$ cat src/sv/vbcm_pkg.sv
// ----------------------------------------------------------------------------
// vbcm_pkg
// Types and constants shared by the block cache manager modules.
// ----------------------------------------------------------------------------
`default_nettype none

package vbcm_pkg;

   localparam int IDX_W = 11;
   localparam int LEN_W = 23;
   localparam int DIG_W = 64;
   localparam int OUT_W = 3;
   localparam int EVB_W = 10;
   localparam int CSR_IDX_W = 2;
   localparam int CSR_DAT_W = 23;

   typedef enum logic [CSR_IDX_W-1:0] {
      CSR_BLOCK_SIZE = 2'd0,
      CSR_FILE_BLOCKS = 2'd1,
      CSR_LAST_BYTES = 2'd2,
      CSR_CACHE_CAP = 2'd3
   } csr_index_type;

   typedef enum logic [OUT_W-1:0] {
      OC_CUR_HIT = 3'd0,
      OC_PAST_END = 3'd1,
      OC_CACHE_HIT = 3'd2,
      OC_FETCH = 3'd3,
      OC_MATCH = 3'd4,
      OC_FIRST_READ = 3'd5,
      OC_MISMATCH = 3'd6
   } outcome_type;

   typedef struct packed {
      logic clr_step;
      logic load;
      logic dg_rd;
      logic dg_cmp;
      logic dg_wr;
      logic rm_rd;
      logic rm_rd_scan;
      logic scan_init;
      logic scan_step;
      logic evict;
      logic enter;
      logic ent_flag;
      logic cur_load;
      logic cur_valid_we;
      logic cur_valid_val;
      logic oc_we;
      outcome_type oc;
      logic rsp_load;
   } cmd_type;

   typedef struct packed {
      logic clr_done;
      logic is_dlv;
      logic b_ge_fb;
      logic cur_hit;
      logic cap_zero;
      logic rm_bit;
      logic same;
      logic zero;
      logic wlast;
      logic count_ge_cap;
      logic scan_done;
      logic rsp_free;
   } status_type;

endpackage

`default_nettype wire

$ cat src/sv/vbcm_ctrl.sv
// ----------------------------------------------------------------------------
// vbcm_ctrl
// Sequencer that steps the datapath through lookups, digest checks and scans.
// ----------------------------------------------------------------------------
`default_nettype none

module vbcm_ctrl import vbcm_pkg::*; (
   input  wire logic       clock,
   input  wire logic       reset,
   input  wire logic       req_fire,
   output logic            req_ready,
   input  wire status_type st,
   output cmd_type         cmd
);

   typedef enum logic [12:0] {
      S_CLEAR = 13'b0000000000001,
      S_IDLE  = 13'b0000000000010,
      S_DISP  = 13'b0000000000100,
      S_RCHK  = 13'b0000000001000,
      S_DRD   = 13'b0000000010000,
      S_DCK   = 13'b0000000100000,
      S_DEC   = 13'b0000001000000,
      S_DWR   = 13'b0000010000000,
      S_MCK   = 13'b0000100000000,
      S_SRD   = 13'b0001000000000,
      S_SCK   = 13'b0010000000000,
      S_ENTER = 13'b0100000000000,
      S_FIN   = 13'b1000000000000
   } state_type;

   state_type state_ff, state_in;

   always_ff @(posedge clock) begin
      if (reset) begin
         state_ff <= S_CLEAR;
      end else begin
         state_ff <= state_in;
      end
   end

   assign req_ready = (state_ff == S_IDLE);

   always_comb begin
      state_in = state_ff;
      cmd = '0;
      cmd.oc = OC_CUR_HIT;
      case (state_ff)
         S_CLEAR: begin
            cmd.clr_step = 1'b1;
            if (st.clr_done) state_in = S_IDLE;
         end
         S_IDLE: begin
            if (req_fire) begin
               cmd.load = 1'b1;
               state_in = S_DISP;
            end
         end
         S_DISP: begin
            state_in = S_FIN;
            cmd.oc_we = 1'b1;
            if (!st.is_dlv) begin
               if (st.cur_hit) begin
                  cmd.oc = OC_CUR_HIT;
               end else if (st.b_ge_fb) begin
                  cmd.oc = OC_PAST_END;
                  cmd.cur_load = 1'b1;
                  cmd.cur_valid_we = 1'b1;
                  cmd.cur_valid_val = 1'b1;
               end else if (st.cap_zero) begin
                  cmd.oc = OC_FETCH;
               end else begin
                  cmd.oc_we = 1'b0;
                  cmd.rm_rd = 1'b1;
                  state_in = S_RCHK;
               end
            end else if (st.b_ge_fb) begin
               cmd.oc = OC_MISMATCH;
               cmd.cur_valid_we = 1'b1;
            end else begin
               cmd.oc_we = 1'b0;
               state_in = S_DRD;
            end
         end
         S_RCHK: begin
            cmd.oc_we = 1'b1;
            state_in = S_FIN;
            if (st.rm_bit) begin
               cmd.oc = OC_CACHE_HIT;
               cmd.cur_load = 1'b1;
               cmd.cur_valid_we = 1'b1;
               cmd.cur_valid_val = 1'b1;
            end else begin
               cmd.oc = OC_FETCH;
            end
         end
         S_DRD: begin
            cmd.dg_rd = 1'b1;
            state_in = S_DCK;
         end
         S_DCK: begin
            cmd.dg_cmp = 1'b1;
            state_in = st.wlast ? S_DEC : S_DRD;
         end
         S_DEC: begin
            cmd.cur_load = 1'b1;
            cmd.cur_valid_we = 1'b1;
            cmd.cur_valid_val = 1'b1;
            if (st.same) begin
               cmd.oc_we = 1'b1;
               cmd.oc = OC_MATCH;
               state_in = S_FIN;
            end else if (!st.zero) begin
               cmd.oc_we = 1'b1;
               cmd.oc = OC_MISMATCH;
               cmd.cur_valid_val = 1'b0;
               state_in = S_FIN;
            end else begin
               state_in = S_DWR;
            end
         end
         S_DWR: begin
            cmd.dg_wr = 1'b1;
            if (st.wlast) begin
               if (st.cap_zero) begin
                  cmd.oc_we = 1'b1;
                  cmd.oc = OC_FIRST_READ;
                  state_in = S_FIN;
               end else begin
                  cmd.rm_rd = 1'b1;
                  state_in = S_MCK;
               end
            end
         end
         S_MCK: begin
            if (st.rm_bit) begin
               cmd.ent_flag = 1'b1;
               cmd.oc_we = 1'b1;
               cmd.oc = OC_FIRST_READ;
               state_in = S_FIN;
            end else if (st.count_ge_cap) begin
               cmd.scan_init = 1'b1;
               state_in = S_SRD;
            end else begin
               state_in = S_ENTER;
            end
         end
         S_SRD: begin
            if (st.scan_done) begin
               state_in = S_ENTER;
            end else begin
               cmd.rm_rd = 1'b1;
               cmd.rm_rd_scan = 1'b1;
               state_in = S_SCK;
            end
         end
         S_SCK: begin
            if (st.rm_bit) begin
               cmd.evict = 1'b1;
               state_in = S_ENTER;
            end else begin
               cmd.scan_step = 1'b1;
               state_in = S_SRD;
            end
         end
         S_ENTER: begin
            cmd.enter = !st.count_ge_cap;
            cmd.oc_we = 1'b1;
            cmd.oc = OC_FIRST_READ;
            state_in = S_FIN;
         end
         S_FIN: begin
            if (st.rsp_free) begin
               cmd.rsp_load = 1'b1;
               state_in = S_IDLE;
            end
         end
         default: begin
            state_in = S_IDLE;
         end
      endcase
   end

endmodule

`default_nettype wire

$ cat config.mk
export PLATFORM = sky130hd
export DESIGN_NAME = vbcm_ctrl
export DESIGN_NICKNAME = d
export VERILOG_FILES = /design/src/sv/vbcm_pkg.sv /design/src/sv/vbcm_ctrl.sv
export SDC_FILE = /design/constraint.sdc
export NUM_CORES = 1
export LEC_CHECK = 0
export BUFFER_PORTS_ARGS = -buffer_cell sky130_fd_sc_hd__buf_2
export CORE_MARGIN = 5
export CORE_UTILIZATION = 46
export CTS_CLUSTER_SIZE = 12
export DETAILED_ROUTE_END_ITERATION = 6
export GPL_ROUTABILITY_DRIVEN = 0
export PLACE_DENSITY = 0.76
export REMOVE_ABC_BUFFERS = 1
export SYNTH_ARGS = -nofsm -noshare
export SYNTH_HDL_FRONTEND = slang
export SYNTH_SLANG_ARGS = --single-unit
$ cat constraint.sdc
create_clock -name clock -period 1.6 [get_ports clock]
set_input_delay 0 -clock clock [delete_from_list [all_inputs] [get_ports clock]]
set_output_delay 0 -clock clock [all_outputs]
set_load 0.02 [all_outputs]
; After elaboration in Yosys (flattened, before gate mapping)
; Cells that the tools add are included.
[totals]
ff_bits = 13
inputBits = 15
wordCells = 86
[op_classes]
eq_ne = 17
n_mux = 65
n_reduce_logical = 3
[ops]
columns = operator, n
row1 = two-way mux 13 bit, 13
row2 = case mux 13 bit (12 select lines), 1
row3 = two-way mux 12 bit, 3
row4 = two-way mux 1 bit, 29
row5 = two-way mux 4 bit, 6
row6 = case mux 4 bit (6 select lines), 1
row7 = "equality test 13 x 1 -> 1 bit, second input constant", 1
row8 = "equality test 13 x 10 -> 1 bit, second input constant", 1
row9 = "equality test 13 x 11 -> 1 bit, second input constant", 1
row10 = "equality test 13 x 12 -> 1 bit, second input constant", 1
row11 = "equality test 13 bit, second input constant", 1
row12 = "equality test 13 x 2 -> 1 bit, second input constant", 1
row13 = "equality test 13 x 3 -> 1 bit, second input constant", 1
row14 = "equality test 13 x 4 -> 1 bit, second input constant", 1
row15 = "equality test 13 x 5 -> 1 bit, second input constant", 1
row16 = "equality test 13 x 6 -> 1 bit, second input constant", 1
row17 = "equality test 13 x 7 -> 1 bit, second input constant", 1
row18 = "equality test 13 x 8 -> 1 bit, second input constant", 1
row19 = "equality test 13 x 9 -> 1 bit, second input constant", 1
row20 = two-way mux 2 bit, 5
row21 = two-way mux 3 bit, 3
row22 = case mux 3 bit (3 select lines), 1
row23 = "inequality test 2 bit, second input constant", 4
row24 = two-way mux 7 bit, 1
row25 = other kinds (5), 5

; Logic depth before layout (Yosys ltp)
; Gate-level depths: netlist (run 1).
[logic_depth]
ltp_word = 5
ltp_mapped = 7

; Worst setup path after synthesis (run 1)
; OpenSTA, ideal clock, no wires.
[synth_path]
path_kind = reg-to-output
startpoint = register state_ff[10]
endpoint = output cmd[14] in the netlist's numbering
t_arrival_ps = 1964
required_ps = 1600
slack_ps = -364
stages_incl_launch_ff = 8
cell_sequence = dfxtp_1 > buf_6 > or3_4 > nor4b_4 > nand3_2 > inv_2 > a21oi_1 > o21ai_0
[synth_lines]
columns = element, line_no
row1 = from (decl), vbcm_ctrl.sv:32  ; state_type state_ff, state_in;
row2 = from (signal assigned), vbcm_ctrl.sv:38  ; state_ff <= state_in;
row3 = to (decl), vbcm_ctrl.sv:13  ; output cmd_type cmd

==> results.py, run 1 <==
metrics = {
    "final_layout": {
        "largest_reg_flops": 13,
        "reg_top3": "state_ff: 13 flops",
        "fin_area_um2": 2158,
        "stdcell_count": 265,
        "antenna_cells": 0,
        "fillers": 114,
        "nets": 251,
        "drive_gt1_frac": 0.6170,
        "areaGrowthSynthToFinish_pct": 85.88,
        "regMostFlops": "state_ff",
    },
    "power": {
        "power_frac_clock": 0.265,
        "p_int_mw": 0.5694,
        "p_seq_frac": 0.378,
        "peakVddDrop_v": 0.0005359,
        "cellPowerDensity_nw_per_um2": 426.1,
        "switchingPower_mw": 0.3503,
        "swShare": 0.3809,
        "p_comb_frac": 0.357,
        "p_leak_nw": 0.9503,
    },
    "route": {
        "wire_per_inst_um": 26.05,
        "via_per_inst": 7.166,
        "route.detailed.drc": 0,
        "dr.pass1.iters": 6,
        "routed-via-count": 1899,
        "ant_nets": 0,
        "drt_iter0_drc": 208,
        "wl_um": 6903,
    },
    "critical_path": {
        "arrival_ns": 2.21,
        "reg2reg_from": "state_ff[10]$_SDFFE_PP0P_",
        "slowest_delay_ns": 0.36,
        "crit_top_cell": "buf_4",
        "crit_type": "reg2out",
        "crit_chain": "buf_4 -> nor4_2 -> buf_4 -> nand4_1 -> nor3_2 -> o21ai_0 -> o211ai_1 -> buf_4",
        "crit_required_ns": 1.60,
        "start_kind": "flop",
        "r2r-end": "state_ff[3]$_SDFFE_PP0P_",
        "ff2ff_setup_slack_ns": -0.39,
        "setup.worst_path.end_class": "primary output",
        "path_delay_family": "simple AND/OR/NAND/NOR gates",
        "r2r_cells": 7,
        "crit_buf_inv": 3,
        "critical_path_peak_fanout": 3,
        "cp_slowest_cell": "dfxtp_2",
    },
    "logic_synthesis": {
        "syn_inst": 151,
        "ys_ff_latch": 13,
        "async_flop_share": 0,
        "synth_top_area_share": 0.2241,
        "synth_ff_type": "dfxtp_1",
        "yosys-top-cells-area": "dfxtp_1 22%, nor2_1 5.8%, nor2b_1 3.8%",
        "syn_area_um2": 1161,
        "ys_top_cells_by_count": "18 x nor2_1, 13 x dfxtp_1, 10 x inv_1",
        "yosysWarnings": 0,
        "synth-edff-count": 0,
        "yosysMostFrequentCell": "nor2_1",
        "seq_area_frac_synth": 0.2241,
        "avgSynthCellArea_um2": 7.689,
        "synth_cell_types": 50,
        "yosys.area.top_type": "dfxtp_1",
    },
    "grt": {
        "grt_first_pass_wirelength_um": 8314,
        "grt_overflow_total": 0,
        "grt_pass1_vias": 1743,
        "grt_util_all_layers": 0.3114,
        "grt_start_max_net_pins": 13,
        "antenna_found_initial": 0,
    },
    "sta": {
        "setup_viol": 34,
        "setup_ws_ns": -0.6100,
        "fin_crit_sh": 1.381,
        "hold_viol_final": 0,
        "min_period_ns": 2.210,
        "slew_headroom": 0.6409,
        "fmaxAchievable_ghz": 0.4525,
        "rsz0062_at_grt": "yes",
        "worst-slew-pin-transition_ns": 0.5311,
        "clock-skew-final_ns": 0.0009694,
        "slew_violations": 0,
    },
    "placed_design": {
        "placed_area_um2": 1575,
        "place_inst": 241,
        "detailed_place_hpwl_um": 3117,
        "place_ws_ns": -0.1533,
        "port_buffers": 35,
    },
    "die": {
        "num_rows": 18,
        "die_y_um": 60.24,
        "core-area_um2": 2455,
        "pin_count": 36,
        "die-area_um2": 3629,
        "die_x_um": 60.24,
        "start_util": 0.4730,
    },
    "run": {
        "cap_violations": 0,
    },
    "hold_path": {
        "whs_path_depth": 3,
        "hold_end": "state_ff[0]$_SDFFE_PP1P_",
        "hold_class": "in2reg",
        "min-delay-start": "st[11]",
    },
    "clock_tree": {
        "h-tree-depth": 1,
        "clockBufferDepth": 2,
        "cts_tree": "built",
        "cts_made_buffers": 3,
        "clk_latency_ns": 0.31,
        "clk_pin_slew_worst_paths_ns": 0.10,
        "cts_root_buf": "clkbuf_4",
        "cts_sinks": 13,
    },
    "run_status": {
        "violations": "setup timing",
        "outcome": "finished with violations",
    },
}
metrics by stage:
step	utilization	hold WS (ns)	power (mW)	setup TNS, ns
finish	0.8792	0.01751	0.9198	-12.86
global route	0.8792	0.003186	0.9472	-14.47
CTS	0.7798	0.0001617	0.8309	-7.805
detailed placement	0.6417	0.2752	0.5619	-1.454
global placement	0.6417	0.2649	0.5520	-0.8277
floorplan	-	0.05904	0.4590	-2.125
power groups by stage:
stage               clock network, mW  registers [mW]  logic, mW
floorplan                           0           0.356      0.103
global placement                    0           0.351      0.201
detailed placement                  0           0.352      0.210
CTS                             0.222           0.343      0.265
global route                    0.259           0.348      0.340
finish                          0.244           0.347      0.329
logic make-up after synthesis:
family	share of synthesized area
AND/OR/NAND/NOR	0.5108
AO/OA/AOI/OAI	0.1670
buffers and inverters	0.07543
flip-flops	0.2241
XOR/XNOR	0.02263
metal layers:
layer | up-vias | part of all wire | track usage | wire (um)
li1 | 734 | - | - | -
met1 | 856 | 0.32 | 0.3411 | 2221
met2 | 220 | 0.43 | 0.5278 | 2974
met3 | 89 | 0.14 | 0.06263 | 934
met4 | 0 | 0.11 | 0.2215 | 772
met5 | - | 0 | 0 | 0
cells in the final DEF (no fill, tap or decap), types with 3 or more instances in the layout:
cell type,instances
nor2_1,14
nor2b_1,5
nor4_2,4
nor2_2,3
nor4b_1,3
nand3_1,3
nor3b_1,3
nand2_1,5
nand4_1,4
nor4_4,4
inv_1,8
nand2b_1,4
and4_4,3
o21ai_0,5
buf_4,50
buf_2,14
buf_6,22
clkbuf_4,3
a21oi_2,3
nor4b_4,3
inv_2,3
nor3_1,3
dfxtp_1,9
dfxtp_2,3
worst max path at each step:
stage / cells past startpoint / end / start
4_1_cts: 6 / cmd[18] / state_ff[11]$_SDFFE_PP0P_
6_report: 8 / cmd[1] / state_ff[11]$_SDFFE_PP0P_
3_3_place_gp: 7 / cmd[1] / state_ff[10]$_SDFFE_PP0P_
3_5_place_dp: 7 / cmd[1] / state_ff[10]$_SDFFE_PP0P_
2_1_floorplan: 6 / cmd[14] / state_ff[11]$_SDFFE_PP0P_
5_1_grt: 7 / cmd[1] / state_ff[7]$_SDFFE_PP0P_
repair_timing:
item | CTS | global route
endpoints found under the hold margin | 3 | 0
hold buffers | 2 | 0
setup buffers | 11 | 8
resized for setup | 57 | 45
pin swaps | 12 | 12
setup endpoints to repair | 29 | 33
final cells by class:
type / instances / area (um^2) / share of cell area
repair buffers: 88 / 713.2 / 0.3304
inverters: 11 / 41.29 / 0.01913
well taps: 30 / 37.54 / 0.01739
flip-flops and latches: 13 / 267.8 / 0.1241
multi-input cells: 119 / 1071 / 0.4962
clock inverters: 1 / 5.005 / 0.002319
clock buffers: 3 / 22.52 / 0.01043
worst register-to-register path, stage by stage (launching register included):
cell and delay (ns):
dfxtp_2 0.36, or3_4 0.43, nor4b_4 0.34, buf_4 0.20, buf_6 0.09, a21boi_4 0.21, nor3_4 0.09, and3_1 0.18
Power figures use the tool's default switching activity.
==> inputs of run 2 (changes only) <==
--- a/config.mk
+++ b/config.mk
@@ -7,11 +7,11 @@
 export LEC_CHECK = 0
 export BUFFER_PORTS_ARGS = -buffer_cell sky130_fd_sc_hd__buf_2
 export CORE_MARGIN = 5
-export CORE_UTILIZATION = 46
+export CORE_UTILIZATION = 54
 export CTS_CLUSTER_SIZE = 12
 export DETAILED_ROUTE_END_ITERATION = 6
 export GPL_ROUTABILITY_DRIVEN = 0
-export PLACE_DENSITY = 0.76
+export PLACE_DENSITY = 0.84
 export REMOVE_ABC_BUFFERS = 1
 export SYNTH_ARGS = -nofsm -noshare
 export SYNTH_HDL_FRONTEND = slang
==> constraint.sdc (replaced) <==
create_clock -name clock -period 2.9 [get_ports clock]
set_input_delay 0 -clock clock [delete_from_list [all_inputs] [get_ports clock]]
set_output_delay 0 -clock clock [all_outputs]
set_load 0.02 [all_outputs]
==> results.py, run 2 (synthesized netlist as in run 1, its figures left out) <==
metrics = {
    "grt": {
        "antenna_found_initial": 0,
        "grt_util_all_layers": 0.2205,
        "grt_first_pass_wirelength_um": 5616,
        "grt_overflow_total": 0,
        "grt_pass1_vias": 1237,
        "grt_start_max_net_pins": 13,
    },
    "critical_path": {
        "slowest_delay_ns": 0.46,
        "crit_buf_inv": 2,
        "setup.worst_path.end_class": "primary output",
        "cp_slowest_cell": "or3_4",
        "crit_chain": "or3_4 -> nor4b_4 -> nand3_2 -> inv_2 -> a32oi_1 -> o211ai_1 -> buf_2",
        "arrival_ns": 2.37,
        "ff2ff_setup_slack_ns": 0.94,
        "crit_required_ns": 2.90,
        "crit_type": "reg2out",
        "path_delay_family": "simple AND/OR/NAND/NOR gates",
        "start_kind": "flop",
        "critical_path_peak_fanout": 8,
    },
    "placed_design": {
        "port_buffers": 35,
        "placed_area_um2": 1324,
        "detailed_place_hpwl_um": 2623,
        "place_ws_ns": 0.8777,
        "place_inst": 205,
    },
    "final_layout": {
        "drive_gt1_frac": 0.2865,
        "nets": 201,
        "stdcell_count": 213,
        "final_cell_mix": "35 x buf_2, 18 x nor2_1, 13 x dfxtp_1",
        "fin_area_um2": 1383,
        "areaGrowthSynthToFinish_pct": 19.07,
        "largest_reg_flops": 13,
        "regMostFlops": "state_ff",
        "final_common_cell": "buf_2",
        "reg_top3": "state_ff: 13 flops",
    },
    "clock_tree": {
        "cts_sinks": 13,
        "cts_made_buffers": 3,
        "hold_buffers": 3,
        "clk_pin_slew_worst_paths_ns": 0.08,
        "cts_resized": 0,
        "cts_tree": "built",
        "cts_root_buf": "clkbuf_4",
        "h-tree-depth": 1,
        "postCtsSetupRepairBufs": 0,
        "clockBufferDepth": 2,
        "clk_latency_ns": 0.29,
    },
    "route": {
        "dr.pass1.iters": 4,
        "routed-via-count": 1352,
        "wire_per_inst_um": 16.32,
        "drt_iter0_drc": 65,
        "ant_nets": 0,
        "wl_um": 3477,
        "via_per_inst": 6.347,
        "route.detailed.drc": 0,
    },
    "sta": {
        "setup_ws_ns": 0.5273,
        "fmaxAchievable_ghz": 0.4215,
        "clock-skew-final_ns": 0.005755,
        "rsz0062_at_grt": "no",
        "slew_headroom": 0.6477,
        "setup_viol": 0,
        "slew_violations": 0,
        "min_period_ns": 2.373,
        "hold_viol_final": 0,
        "fin_tns_setup_ns": 0,
        "fin_crit_sh": 0.8182,
        "worst-slew-pin-transition_ns": 0.5236,
    },
    "run": {
        "cap_violations": 0,
    },
    "die": {
        "num_rows": 16,
        "start_util": 0.5800,
        "die_x_um": 56.37,
        "die-area_um2": 3178,
        "pin_count": 36,
        "die_y_um": 56.37,
        "core-area_um2": 2002,
    },
    "hold_path": {
        "hold_class": "in2reg",
    },
    "power": {
        "cellPowerDensity_nw_per_um2": 296.8,
        "peakVddDrop_v": 0.0002414,
        "power_mw": 0.4104,
        "p_leak_nw": 0.6411,
    },
    "run_status": {
        "outcome": "complete, no violations",
    },
}
run 2: cell type report:
class	count	area, um^2
flip-flops and latches	13	260.3
multi-input cells	119	813.3
clock buffers	4	26.28
well taps	27	33.78
inverters	11	41.29
fillers	171	619.3
repair buffers	38	205.2
diodes	1	2.502
run 2: path summary, 6_finish.rpt:
kind / from / cells after the start / to
worst min register to register: state_ff[1]$_SDFFE_PP0P_ / 2 / state_ff[1]$_SDFFE_PP0P_
worst max register to register: state_ff[10]$_SDFFE_PP0P_ / 6 / state_ff[12]$_SDFFE_PP0P_
worst max-delay path: state_ff[10]$_SDFFE_PP0P_ / 7 / cmd[1]
worst min-delay path: st[1] / 3 / state_ff[11]$_SDFFE_PP0P_
run 2: power by group:
group | leakage [nW] | switching [mW] | total (mW) | internal (mW)
clock | 0.0150 | 0.0664 | 0.120 | 0.0535
sequential | 0.105 | 0.0125 | 0.195 | 0.183
combinational | 0.521 | 0.0535 | 0.0953 | 0.0418
total | 0.641 | 0.132 | 0.410 | 0.278
run 2: worst reg2reg max path: stages, from the launching register on:
cell	delay [ns]
dfxtp_1	0.40
or3_4	0.46
nor4b_4	0.40
nand3_2	0.18
inv_2	0.11
a32oi_1	0.19
a21oi_1	0.16
run 2: metal layers:
layer,vias to the layer above,share of wire,GRT usage
met5,-,0,0
met4,0,0.036,0.1424
met1,621,0.40,0.2937
li1,631,-,-
met2,87,0.46,0.3222
met3,13,0.099,0.03899
run 2: per-stage QoR:
| stage | util | hold slack [ns] |
|---|---|---|
| after detailed placement | 0.6613 | 0.2602 |
| after floorplan | - | 0.05904 |
| after global placement | 0.6613 | 0.2628 |
| after global routing | 0.6894 | 0.01284 |
| after CTS | 0.6894 | 0.002868 |
| final | 0.6906 | 0.01118 |
